--- src/rtl/hts_pkg.sv ---
// Shared types and constants of the histogram threshold selector.
`timescale 1ns / 1ps
package hts_pkg;
  typedef enum logic [1:0] {
    OP_CLEAR = 2'd0,
    OP_ADD   = 2'd1,
    OP_TOP   = 2'd2,
    OP_BOT   = 2'd3
  } op_t;

  localparam logic [1:0] CFG_BINS = 2'd0;
  localparam logic [1:0] CFG_LOW  = 2'd1;
  localparam logic [1:0] CFG_SPAN = 2'd2;
  localparam logic [1:0] CFG_FULL = 2'd3;

  localparam int DIV_STEPS = 33;

  typedef enum logic [2:0] {
    ST_IDLE,
    ST_CLEAR,
    ST_DIV,
    ST_ADD_RD,
    ST_ADD_WR,
    ST_WALK,
    ST_THR,
    ST_DONE
  } state_t;

  // controller to datapath
  typedef struct packed {
    logic load;
    logic clr_step;
    logic div_step;
    logic add_rd;
    logic add_wr;
    logic walk_step;
    logic thr_step;
    logic zero_out;
  } cmd_t;

  // datapath to controller
  typedef struct packed {
    logic clr_last;
    logic div_last;
    logic walk_last;
    logic thr_last;
  } sts_t;
endpackage

--- src/rtl/hts_ram.sv ---
// Generic simple dual-port RAM (one write port, one read port) with registered read.
`timescale 1ns / 1ps
module hts_ram #(
  parameter int WIDTH = 32,
  parameter int DEPTH = 64
) (
  input  logic                     clk,
  input  logic                     we,
  input  logic [$clog2(DEPTH)-1:0] waddr,
  input  logic [WIDTH-1:0]         wdata,
  input  logic [$clog2(DEPTH)-1:0] raddr,
  output logic [WIDTH-1:0]         rdata
);
  logic [WIDTH-1:0] mem [DEPTH];
  always_ff @(posedge clk) begin
    if (we) begin
      mem[waddr] <= wdata;
    end
    rdata <= mem[raddr];
  end
endmodule

--- src/rtl/hts_ctrl.sv ---
// Sequencer of the histogram threshold selector.
`timescale 1ns / 1ps
module hts_ctrl import hts_pkg::*; (
  input  logic       clk,
  input  logic       rst_n,
  input  logic       start,
  input  logic [1:0] in_op,
  input  sts_t       sts,
  output cmd_t       cmd,
  output logic       busy,
  output logic       done
);
  state_t state_r, state_nxt;
  op_t    op_r;

  always_ff @(posedge clk) begin
    if (!rst_n) begin
      state_r <= ST_CLEAR;
      // not a clear request: the reset clearing pass ends in idle, no result
      op_r    <= OP_ADD;
    end else begin
      state_r <= state_nxt;
      if (start && !busy) begin
        op_r <= op_t'(in_op);
      end
    end
  end

  always_comb begin
    state_nxt = state_r;
    case (state_r)
      ST_IDLE: begin
        if (start) begin
          case (op_t'(in_op))
            OP_CLEAR: state_nxt = ST_CLEAR;
            OP_ADD:   state_nxt = ST_DIV;
            default:  state_nxt = ST_WALK;
          endcase
        end
      end
      ST_CLEAR:  if (sts.clr_last) state_nxt = (op_r == OP_CLEAR) ? ST_DONE : ST_IDLE;
      ST_DIV:    if (sts.div_last) state_nxt = ST_ADD_RD;
      ST_ADD_RD: state_nxt = ST_ADD_WR;
      ST_ADD_WR: state_nxt = ST_DONE;
      ST_WALK:   if (sts.walk_last) state_nxt = ST_THR;
      ST_THR:    if (sts.thr_last) state_nxt = ST_DONE;
      ST_DONE:   state_nxt = ST_IDLE;
      default:   state_nxt = ST_IDLE;
    endcase
  end

  always_comb begin
    cmd       = '0;
    busy      = (state_r != ST_IDLE);
    done      = (state_r == ST_DONE);
    cmd.load  = (state_r == ST_IDLE) && start;
    case (state_r)
      ST_CLEAR:  cmd.clr_step  = 1'b1;
      ST_DIV:    cmd.div_step  = 1'b1;
      ST_ADD_RD: cmd.add_rd    = 1'b1;
      ST_ADD_WR: cmd.add_wr    = 1'b1;
      ST_WALK:   cmd.walk_step = 1'b1;
      ST_THR:    cmd.thr_step  = 1'b1;
      default:   cmd.zero_out  = (op_r == OP_CLEAR) || (op_r == OP_ADD);
    endcase
  end
endmodule

--- src/rtl/hts_dp.sv ---
// Datapath: bin memory, serial divider, walk accumulator, threshold multiply.
`timescale 1ns / 1ps
module hts_dp import hts_pkg::*; #(
  parameter int MAX_BINS = 64
) (
  input  logic               clk,
  input  logic               rst_n,
  input  cmd_t               cmd,
  output sts_t               sts,
  input  logic [1:0]         in_op,
  input  logic signed [31:0] in_score,
  input  logic [15:0]        in_weight,
  input  logic [31:0]        in_target,
  input  logic               in_half_only,
  input  logic [6:0]         bins_in_use,
  input  logic signed [31:0] lowest_score,
  input  logic [30:0]        bin_span,
  input  logic               full_range,
  output logic [6:0]         out_boundary_bin,
  output logic [31:0]        out_selected_count,
  output logic signed [31:0] out_threshold_score
);
  localparam int AW = $clog2(MAX_BINS);
  localparam int PW = AW + 1;  // position / boundary width

  // effective bins and span
  logic [PW-1:0] nb;
  logic [30:0]   span;
  always_comb begin
    if (bins_in_use < 7'd2) nb = PW'(2);
    else if (32'(bins_in_use) > MAX_BINS) nb = PW'(MAX_BINS);
    else nb = PW'(bins_in_use);
    span = (bin_span == '0) ? 31'd1 : bin_span;
  end

  // request registers
  logic        top_r;
  logic [15:0] weight_r;
  logic [31:0] target_r;
  logic [PW-1:0] pos_r, lim_r;
  logic [33:0] sum_r;
  logic        stop_r;
  logic [5:0]  cnt_r;

  // divider: restoring, one quotient bit per step
  logic [32:0] dividend_r;
  logic [32:0] quot_r;
  logic [31:0] rem_r;
  logic [32:0] trial;
  assign trial = {rem_r, dividend_r[32]} - {2'b0, span};

  // exact score offset; negative offsets bin to zero
  logic signed [32:0] diff_c;
  assign diff_c = {in_score[31], in_score} - {lowest_score[31], lowest_score};

  // memory
  logic          we;
  logic [AW-1:0] waddr, raddr;
  logic [31:0]   wdata, rdata;
  hts_ram #(.WIDTH(32), .DEPTH(MAX_BINS)) u_ram (
    .clk(clk), .we(we), .waddr(waddr), .wdata(wdata), .raddr(raddr), .rdata(rdata)
  );

  logic [PW-1:0] clr_ptr_r;
  logic [AW-1:0] idx_r;
  logic          rd_ok_r;  // walk read data valid

  // binning clamp
  logic [PW-1:0] idx_c;
  always_comb begin
    if (quot_r[32] || (quot_r[31:0] >= 32'(nb - PW'(1)))) idx_c = nb - PW'(1);
    else idx_c = quot_r[PW-1:0];
  end

  logic [32:0] addsum;
  assign addsum = {1'b0, rdata} + {17'b0, weight_r};

  // walk read address
  logic [PW-1:0] rd_pos;
  assign rd_pos = top_r ? pos_r - PW'(1) : pos_r;
  logic more;
  assign more = top_r ? (pos_r > lim_r) : (pos_r < lim_r);

  always_comb begin
    we    = 1'b0;
    waddr = clr_ptr_r[AW-1:0];
    wdata = '0;
    raddr = rd_pos[AW-1:0];
    if (cmd.clr_step) begin
      we = 1'b1;
    end else if (cmd.add_rd) begin
      raddr = idx_c[AW-1:0];
    end else if (cmd.add_wr) begin
      waddr = idx_r;
      we    = 1'b1;
      wdata = addsum[32] ? 32'hFFFF_FFFF : addsum[31:0];
    end
  end

  // threshold: lowest score plus boundary * span, the product as a shift-add over PW steps
  logic signed [63:0] thr_r;
  logic [PW-1:0]      bsh_r;
  logic [63:0]        span_sh_r;

  logic [33:0] nsum;
  assign nsum = sum_r + {2'b0, rdata};

  always_ff @(posedge clk) begin
    if (!rst_n) begin
      clr_ptr_r <= '0;
      rd_ok_r   <= 1'b0;
      stop_r    <= 1'b0;
    end else begin
      if (cmd.clr_step) clr_ptr_r <= clr_ptr_r + PW'(1);
      if (cmd.load) begin
        clr_ptr_r <= '0;
        rd_ok_r   <= 1'b0;
        stop_r    <= 1'b0;
      end
      if (cmd.walk_step) begin
        if (!rd_ok_r) begin
          rd_ok_r <= 1'b1;
          stop_r  <= !more;
        end else if (!stop_r) begin
          if (nsum >= {2'b0, target_r}) begin
            stop_r <= 1'b1;
            if (sum_r == '0) begin
              sum_r <= nsum;
              pos_r <= top_r ? pos_r - PW'(1) : pos_r + PW'(1);
            end
          end else begin
            sum_r <= nsum;
            if (top_r) begin
              pos_r  <= pos_r - PW'(1);
              stop_r <= !(pos_r - PW'(1) > lim_r);
            end else begin
              pos_r  <= pos_r + PW'(1);
              stop_r <= !(pos_r + PW'(1) < lim_r);
            end
            rd_ok_r <= 1'b0;
          end
        end
      end
    end
    if (cmd.load) begin
      top_r      <= (op_t'(in_op) == OP_TOP);
      weight_r   <= in_weight;
      target_r   <= in_target;
      sum_r      <= '0;
      cnt_r      <= '0;
      quot_r     <= '0;
      rem_r      <= '0;
      dividend_r <= diff_c[32] ? 33'd0 : 33'(diff_c);
      if (op_t'(in_op) == OP_TOP) begin
        pos_r <= nb;
        lim_r <= (full_range && !in_half_only) ? '0 : (nb >> 1);
      end else begin
        pos_r <= '0;
        lim_r <= (full_range && !in_half_only) ? nb : (nb >> 1);
      end
    end
    if (cmd.div_step) begin
      cnt_r      <= cnt_r + 6'd1;
      dividend_r <= {dividend_r[31:0], 1'b0};
      if (!trial[32]) begin
        rem_r  <= trial[31:0];
        quot_r <= {quot_r[31:0], 1'b1};
      end else begin
        rem_r  <= {rem_r[30:0], dividend_r[32]};
        quot_r <= {quot_r[31:0], 1'b0};
      end
    end
    if (cmd.add_rd) idx_r <= idx_c[AW-1:0];
    if (cmd.walk_step && stop_r) begin
      bsh_r     <= pos_r;
      thr_r     <= 64'(lowest_score);
      span_sh_r <= {33'b0, span};
      cnt_r     <= '0;
    end
    if (cmd.thr_step) begin
      cnt_r     <= cnt_r + 6'd1;
      bsh_r     <= bsh_r >> 1;
      span_sh_r <= span_sh_r << 1;
      if (bsh_r[0]) thr_r <= thr_r + signed'(span_sh_r);
    end
  end

  assign sts.clr_last  = (clr_ptr_r == PW'(MAX_BINS - 1));
  assign sts.div_last  = (cnt_r == 6'(DIV_STEPS - 1));
  assign sts.walk_last = stop_r;
  assign sts.thr_last  = (cnt_r == 6'(PW - 1));

  always_comb begin
    if (cmd.zero_out) begin
      out_boundary_bin    = '0;
      out_selected_count  = '0;
      out_threshold_score = '0;
    end else begin
      out_boundary_bin    = 7'(pos_r);
      out_selected_count  = (sum_r[33:32] != 2'b0) ? 32'hFFFF_FFFF : sum_r[31:0];
      if (thr_r > 64'sd2147483647) out_threshold_score = 32'sh7FFF_FFFF;
      else if (thr_r < -64'sd2147483648) out_threshold_score = 32'sh8000_0000;
      else out_threshold_score = thr_r[31:0];
    end
  end
endmodule

--- src/rtl/histogram_threshold_selector.sv ---
// Top level of the histogram threshold selector.
`timescale 1ns / 1ps
// Weighted score histogram with percentile threshold search.
// Request channel: raise start with in_op and the operands; a request is
// taken when start is high and busy is low. Operation codes: clear, add,
// select top, select bottom.
// Result channel: one result per request, shown for one cycle with
// out_valid high; the receiver cannot stall it and must take it.
// Operations: clear writes one memory row per cycle; add runs the 33-step
// serial divider, then a read-modify-write of the bin; select reads then
// accumulates per bin, then does a shift-add threshold multiply. The bin
// memory port sets the walk.
// One request at a time; the next may start the cycle after out_valid.
// Reset: configuration takes its reset values and a clearing pass zeroes
// all MAX_BINS bins; busy stays high during it.
// Configuration: cfg_we, cfg_index, cfg_wdata; write only while idle.
module histogram_threshold_selector import hts_pkg::*; #(
  parameter int MAX_BINS = 64
) (
  input  logic               clk,
  input  logic               rst_n,
  input  logic               start,
  output logic               busy,
  input  logic [1:0]         in_op,
  input  logic signed [31:0] in_score,
  input  logic [15:0]        in_weight,
  input  logic [31:0]        in_target,
  input  logic               in_half_only,
  output logic               out_valid,
  output logic [6:0]         out_boundary_bin,
  output logic [31:0]        out_selected_count,
  output logic signed [31:0] out_threshold_score,
  input  logic               cfg_we,
  input  logic [1:0]         cfg_index,
  input  logic [31:0]        cfg_wdata
);
  logic [6:0]  bins_r;
  logic [31:0] low_r;
  logic [30:0] span_r;
  logic        full_r;

  always_ff @(posedge clk) begin
    if (!rst_n) begin
      bins_r <= 7'd64;
      low_r  <= '0;
      span_r <= 31'd65536;
      full_r <= 1'b0;
    end else if (cfg_we) begin
      case (cfg_index)
        CFG_BINS: bins_r <= cfg_wdata[6:0];
        CFG_LOW:  low_r  <= cfg_wdata;
        CFG_SPAN: span_r <= cfg_wdata[30:0];
        CFG_FULL: full_r <= cfg_wdata[0];
        default:  bins_r <= bins_r;
      endcase
    end
  end

  cmd_t cmd;
  sts_t sts;

  hts_ctrl u_ctrl (
    .clk(clk), .rst_n(rst_n), .start(start), .in_op(in_op),
    .sts(sts), .cmd(cmd), .busy(busy), .done(out_valid)
  );

  hts_dp #(.MAX_BINS(MAX_BINS)) u_dp (
    .clk(clk), .rst_n(rst_n), .cmd(cmd), .sts(sts),
    .in_op(in_op), .in_score(in_score), .in_weight(in_weight),
    .in_target(in_target), .in_half_only(in_half_only),
    .bins_in_use(bins_r), .lowest_score(signed'(low_r)),
    .bin_span(span_r), .full_range(full_r),
    .out_boundary_bin(out_boundary_bin),
    .out_selected_count(out_selected_count),
    .out_threshold_score(out_threshold_score)
  );
endmodule

--- config.mk ---
export PLATFORM = sky130hd
export DESIGN_NAME = histogram_threshold_selector
export DESIGN_NICKNAME = d
export VERILOG_FILES = /design/src/rtl/hts_pkg.sv /design/src/rtl/hts_ram.sv /design/src/rtl/hts_ctrl.sv /design/src/rtl/hts_dp.sv /design/src/rtl/histogram_threshold_selector.sv
export SDC_FILE = /design/constraint.sdc
export NUM_CORES = 2
export LEC_CHECK = 0
export CORE_MARGIN = 2
export CORE_UTILIZATION = 45
export DETAILED_ROUTE_END_ITERATION = 8
export DONT_BUFFER_PORTS = 1
export SLEW_MARGIN = 20
export SYNTH_ARGS = -nofsm -noshare
export SYNTH_HDL_FRONTEND = slang
export SYNTH_SLANG_ARGS = --single-unit
--- constraint.sdc ---
create_clock -name clk -period 10.2 [get_ports clk]
set_input_delay 0.51 -clock clk [delete_from_list [all_inputs] [get_ports clk]]
set_output_delay 0.51 -clock clk [all_outputs]
set_load 0.02 [all_outputs]
# == Word-level counts from Yosys, hierarchy flattened ==
# Memory sizes are Yosys's and may differ from the RTL's. A register that Yosys moved wholly into a read port is not among the register bits.
# Index checks and enable logic that the tools add are counted.
# totals
ff_bits,427
ramBits,2048
output_inout_bits,73
wordCells,194
n_memories,1
# memory_table
name,depth,word_bits,read_ports,rd_clocked_by_memory_dff,write_ports,line_no,text
u_dp.u_ram.mem,64,32,1,1,1,hts_ram.sv:14,logic [WIDTH-1:0] mem [DEPTH];
# classes
addsub,11
magnitude_cmp,10
eq_ne,24
muxes,86
bitwise,2
n_reduce_logical,34
# ops
op,count
$mux W32,13
$mux W64,5
$mux W33,4
$mux W7,14
$mux W6,14
$mux W34,2
$add A64 B64 Y64,1
$gt A64 B32 Y1 const B,1
$lt A64 B32 Y1 const B,1
$add A34 B32 Y34,1
$ge A34 B32 Y1,1
$logic_not A34 Y1,1
$add A32 B16 Y33,1
$sub A32 B32 Y33,1
$sub A33 B31 Y33,1
$ge A32 B32 Y1,1
$logic_not A31 Y1,1
$mux W31,1
$mux W1,25
$pmux W3 S8,1
$mux W3,6
$reduce_and A5 Y1,3
$add A7 B1 Y7 const B,2
$gt A7 B7 Y1,2
31 further kinds,64

# == Logic depth before layout (Yosys ltp) ==
# logic_depth
word_depth,9
depth_mapped,26

# == Modules after synthesis ==
# A second synthesis with hierarchy kept.
# unflattened
cells_unflattened,6790
area_unflattened_um2,108743.0
# modules_own_cells
mod,instances,cells_per_inst,area_each_um2,seq_area_each_um2
hts_ram,1,3324,78515.3,62139.6
hts_dp,1,3143,27126.0,9439.1
histogram_threshold_selector,1,270,2678.8,1421.4
hts_ctrl,1,53,422.9,100.1

# == Least setup slack after synthesis ==
# No wires, ideal clock.
# synth_timing
kind,register to register
start,register u_dp.u_ram.rdata[0] (read register of u_dp.u_ram.mem)
end,memory u_dp.u_ram.mem[0][26] (data pin)
setup_ps,768
arrival_time_ps,5751
path_slack_ps,3682
path_stages_with_launch,16
path_buffers,0
synth_period_minus_slack_ps,6518
path_cell_list,dfxtp_1 > ha_1 > inv_1 > fa_1 > nor2b_1 > o21ai_0 > a21oi_1 > o21ai_0 > a21oi_1 > o2111ai_1 > a31oi_1 > a211o_1 > a21o_1 > nor3b_1 > a31oi_1 > a311oi_1
# synth_via
elab_chain_cells,5
# synth_lines
element,line_no,text
start: declaration,hts_ram.sv:12,output logic [WIDTH-1:0] rdata
$add A32 B16 Y33,hts_dp.sv:76,"assign addsum = {1'b0, rdata} + {17'b0, weight_r};"
$mux W32,hts_dp.sv:96,wdata = addsum[32] ? 32'hFFFF_FFFF : addsum[31:0];
$mux W32,hts_dp.sv:93,end else if (cmd.add_wr) begin
$mux W32,hts_dp.sv:91,end else if (cmd.add_rd) begin
$mux W32,hts_dp.sv:89,if (cmd.clr_step) begin
via u_dp.u_ram.wdata[26],hts_ram.sv:10,"input logic [WIDTH-1:0] wdata,"
end: declaration,hts_ram.sv:14,
# The timed path passes the listed nets, and every way through them passes these cells.

# == Final worst setup path ==
# layout_timing
start,register bins_r[3]
end,register u_dp.u_ram.rdata[29] (read register of u_dp.u_ram.mem)
# layout_via
elab_chain_cells,9
word_cells_on_any_way,11
classes_between,add/sub (2); order compare (3); mux (5); reduce/logical (1)
# layout_lines
element,line_no,text
start: declaration,histogram_threshold_selector.sv:37,logic [6:0] bins_r;
start signal: assignment,histogram_threshold_selector.sv:50,CFG_BINS: bins_r <= cfg_wdata[6:0];
start signal: assignment,histogram_threshold_selector.sv:54,default: bins_r <= bins_r;
$gt A7 B7 Y1,hts_dp.sv:31,else if (32'(bins_in_use) > MAX_BINS) nb = PW'(MAX_BINS);
$mux W7,hts_dp.sv:31,
$mux W7 *,hts_dp.sv:30,if (bins_in_use < 7'd2) nb = PW'(2);
$sub A7 B1 Y8,hts_dp.sv:71,if (quot_r[32] || (quot_r[31:0] >= 32'(nb - PW'(1)))) idx_c = nb - PW'(1);
$ge A32 B32 Y1,hts_dp.sv:71,
$logic_or A1 B1 Y1,hts_dp.sv:71,
$mux W6 *,hts_dp.sv:71,
$mux W6 *,hts_dp.sv:91,
$mux W6 *,hts_dp.sv:89,
# Every way passes the cells marked *; elsewhere a longest branch is shown, timed or not.
# A chain may end at the register's enable or synchronous reset.

==> reports/results.txt <==
Crit path time final: 7501 ps
Endpoints failing setup: 0
Post-route cell area: 0.1238 sq mm
Congestion Overflow GR: 0
Place WS: 2949 ps
Number of synthesized flops with an enable pin: 2,289
Cell Pwr Density: 170.9 mW/mm^2
Core Region: 0.2425 sq mm
Antenna-violating nets left: 0
Top-area cell type share of the netlist area: 62.75%
M2 GR Usage: 39.85%
Total power: 21.16 mW
Met3 GRT Util: 5.206%
Cts bufs inserted: 285
Setup bufs post-CTS: 0
Count of cell types in the netlist: 93
Clk root buf: clkbuf_16
Sequential Power Share: 52.6%
Outcome: finished clean
Max-Cap Viols: 0
Sw Share: 20.04%
Worst Path Buf+Inv: 2
Total track usage: 26.50%
Syn. warnings: 0
Vias/cell: 6.064
Fillers: 20,420
Gpl congestion: 0.9054
Syn Inst Count: 8,583
Setup ws final: 2699 ps
Layout cells sized above 1: 9.007%
RSZ-0062 raised after global routing: no
Die W: 497.4 microns
Chip Height: 497.4 microns
Seq/Total Area, Yosys: 66.74%
Worst path cell trace: nor4_1 -> o21ai_0 -> ha_1 -> nor3b_1 -> o21ai_0 -> inv_1 -> ha_1 -> and4_1 -> o21ai_0 -> o211ai_1 -> a211o_4 -> a21oi_2 -> mux2i_1 -> mux2_2 -> nand2_1 -> nor4_1 -> nor4_1 -> buf_4 -> o21a_1
CP peak stage delay: 1120 ps
Row count: 181
CTS tree: built
Cell count along the critical path: 19
Pin count of the biggest net entering global routing: 135
First-pass GRT wire length: 485.9 mm
Least-Margin Pin Slew: 1288 ps
Post-Route WL: 335.8 mm
Synth area leaders: edfxtp_1, nand2_1, mux2i_1
Via count: 73,540
Met1 Track Usage GR: 38.52%
Setup TNS: 0 ps
H-tree levels: 5
Clk sinks: 2,507
Hold depth: 2
Die area: 0.2474 sq mm
Reg clk slew, reported paths: 60 ps
Area leader, netlist: edfxtp_1
Async set-or-reset flop fraction in the synthesized netlist: 0%
Vias in the first global route: 69,460
Fin. Hold Viols: 0
Pre-antenna DRT Iters: 6
Setup CP Type: flip-flop to flip-flop
Bufs on Longest Clock Path: 4
Clock skew: 67.09 ps
Critical path arrival: 8310 ps
Leak: 43.49 nW
CP top delay family: simple AND/OR/NAND/NOR gates
Worst setup SP type: flip-flop
Synthesis-stage register bit count: 2,507
Slew Viols, Final: 0
# placed instances: 11,530
Final Non-Filler Cells: 12,130
I/O pin cnt: 194
Synth Flop Type: edfxtp_1
Relative slew slack: 13.37%
Reg2Reg Depth: 19
Core Util, Final: 51.06%
Syn avg cell area: 12.76 sq um
Int Pwr: 16.92 mW
Final worst path period share: 73.54%
DR DRC count: 0
Area Overhead vs Synth: 13.05%
GRT Max-Usage Layer: met2
PortBufs: 0
Max FO, Critical Path: 21
Initial antenna violation count: 19
Layout Nets: 9,109
Peak supply drop: 0.1903 mV
Synthesized area: 0.1095 sq mm
Post-DP HPWL: 198.5 mm
Setup crit end kind: flip-flop
Avg WL per Cell: 27.69 microns
Max Fclk: 0.1333 GHz
Sw power: 4.241 mW
Combinational power share: 1.5%
Clk pwr share: 45.9%
Post-cts sizing count: 0
Worst min-delay path category: primary input to flip-flop
Req. time, crit path: 11,010 ps
Initial Util: 45.16%
Hold_ws: 50.55 ps
Crit-path slowest cell: nor4_1
Initial DRC count: 9,879
Clock latency at the later pin of the worst-skew pair: 950 ps
Post-Place Cell Area: 0.1140 sq mm
cell usage in the layout, fill, tap and decap left out, types with 53 or more instances in the layout:
cell | netlist | routed
and3_1 | 64 | 63
buf_4 | 47 | 163
nand3_1 | 129 | 128
nor2_1 | 317 | 247
a311oi_1 | 62 | 57
edfxtp_1 | 2289 | 2289
xnor2_1 | 113 | 112
and2_1 | 107 | 106
xor2_1 | 60 | 60
a21oi_1 | 713 | 688
a21boi_0 | 68 | 68
nand2_1 | 1556 | 1550
clkbuf_1 | 230 | 68
mux2i_1 | 477 | 477
a21o_1 | 92 | 90
inv_1 | 177 | 176
o21ai_0 | 172 | 171
a211oi_1 | 60 | 59
ha_1 | 267 | 267
nand4_1 | 53 | 53
nor2_4 | 0 | 68
nor3_1 | 64 | 56
nor4_1 | 216 | 206
dfxtp_1 | 218 | 218
dlygate4sd3_1 | 0 | 104
o22ai_1 | 257 | 257
clkbuf_16 | 0 | 289
worst paths after layout:
check                 from                   end  slack [ps]
min               in_op[1]         u_dp.pos_r[5]          50
max reg2reg      bins_r[3]  u_dp.u_ram.rdata[29]        2700
max              bins_r[3]  u_dp.u_ram.rdata[29]        2700
min reg2reg  u_dp.bsh_r[6]         u_dp.bsh_r[6]         460
Yosys cell counts (68+ instances only):
cell type and number:
ha_1 267, buf_2 138, nand2_1 1556, inv_1 177, clkbuf_1 230, nor4_1 216, o22ai_1 257, a21o_1 92
nand3_1 129, and2_1 107, edfxtp_1 2289, o21ai_0 172, nor2_1 317, mux2i_1 477, a21boi_0 68, dfxtp_1 218
xnor2_1 113, a21oi_1 713
power groups by stage:
stage	Combinational [mW]	Sequential, mW	Clock (mW)
2_1_floorplan	0.184	11.3	0
3_3_place_gp	0.264	11.4	0
3_5_place_dp	0.267	11.4	0
4_1_cts	0.315	11.1	9.83
5_1_grt	0.346	11.1	10.2
6_report	0.320	11.1	9.70
kinds of logic after synthesis:
logic type | share of synthesized area, %
DFF | 66.74
muxes | 4.794
xor gates and xnor gates | 1.398
AOI/OAI and AO/OA | 10.19
and+or+nand+nor | 10.96
other | 0.003424
adders and majority gates | 3.141
buffers and inverters | 2.776
layout make-up:
class	instances	area, sq um	share of cell area, %
antenna	10	25.02	0.02021
clock buffer	374	7721	6.235
clock inverter	112	962.2	0.7770
inverter	179	671.9	0.5426
multi-input combinational	5449	34550	27.90
sequential	2507	73100	59.03
tap	3202	4006	3.235
timing repair buffer	294	2799	2.260
sequential cells by signal (all words and copies together), names as in the netlist, 16 cells and up:
name,count
low_r,32
span_r,31
u_dp.dividend_r,33
u_dp.quot_r,33
u_dp.rem_r,32
u_dp.span_sh_r,64
u_dp.sum_r,34
u_dp.target_r,32
u_dp.thr_r,64
u_dp.u_ram.mem,2048
u_dp.u_ram.rdata,32
u_dp.weight_r,16
layer usage:
layer	wire, microns	vias to the layer above
met2	147200	3856
met5	28	-
met3	35030	534
met1	141700	36750
met4	11830	4
li1	-	32400
timing repair:
| action | CTS | global route |
|---|---|---|
| hold buffers | 105 | 0 |
| setup endpoints to repair | 0 | 0 |
| hold endpoints to repair | 127 | 0 |
Note: power is estimated with default switching activity, not from simulation.
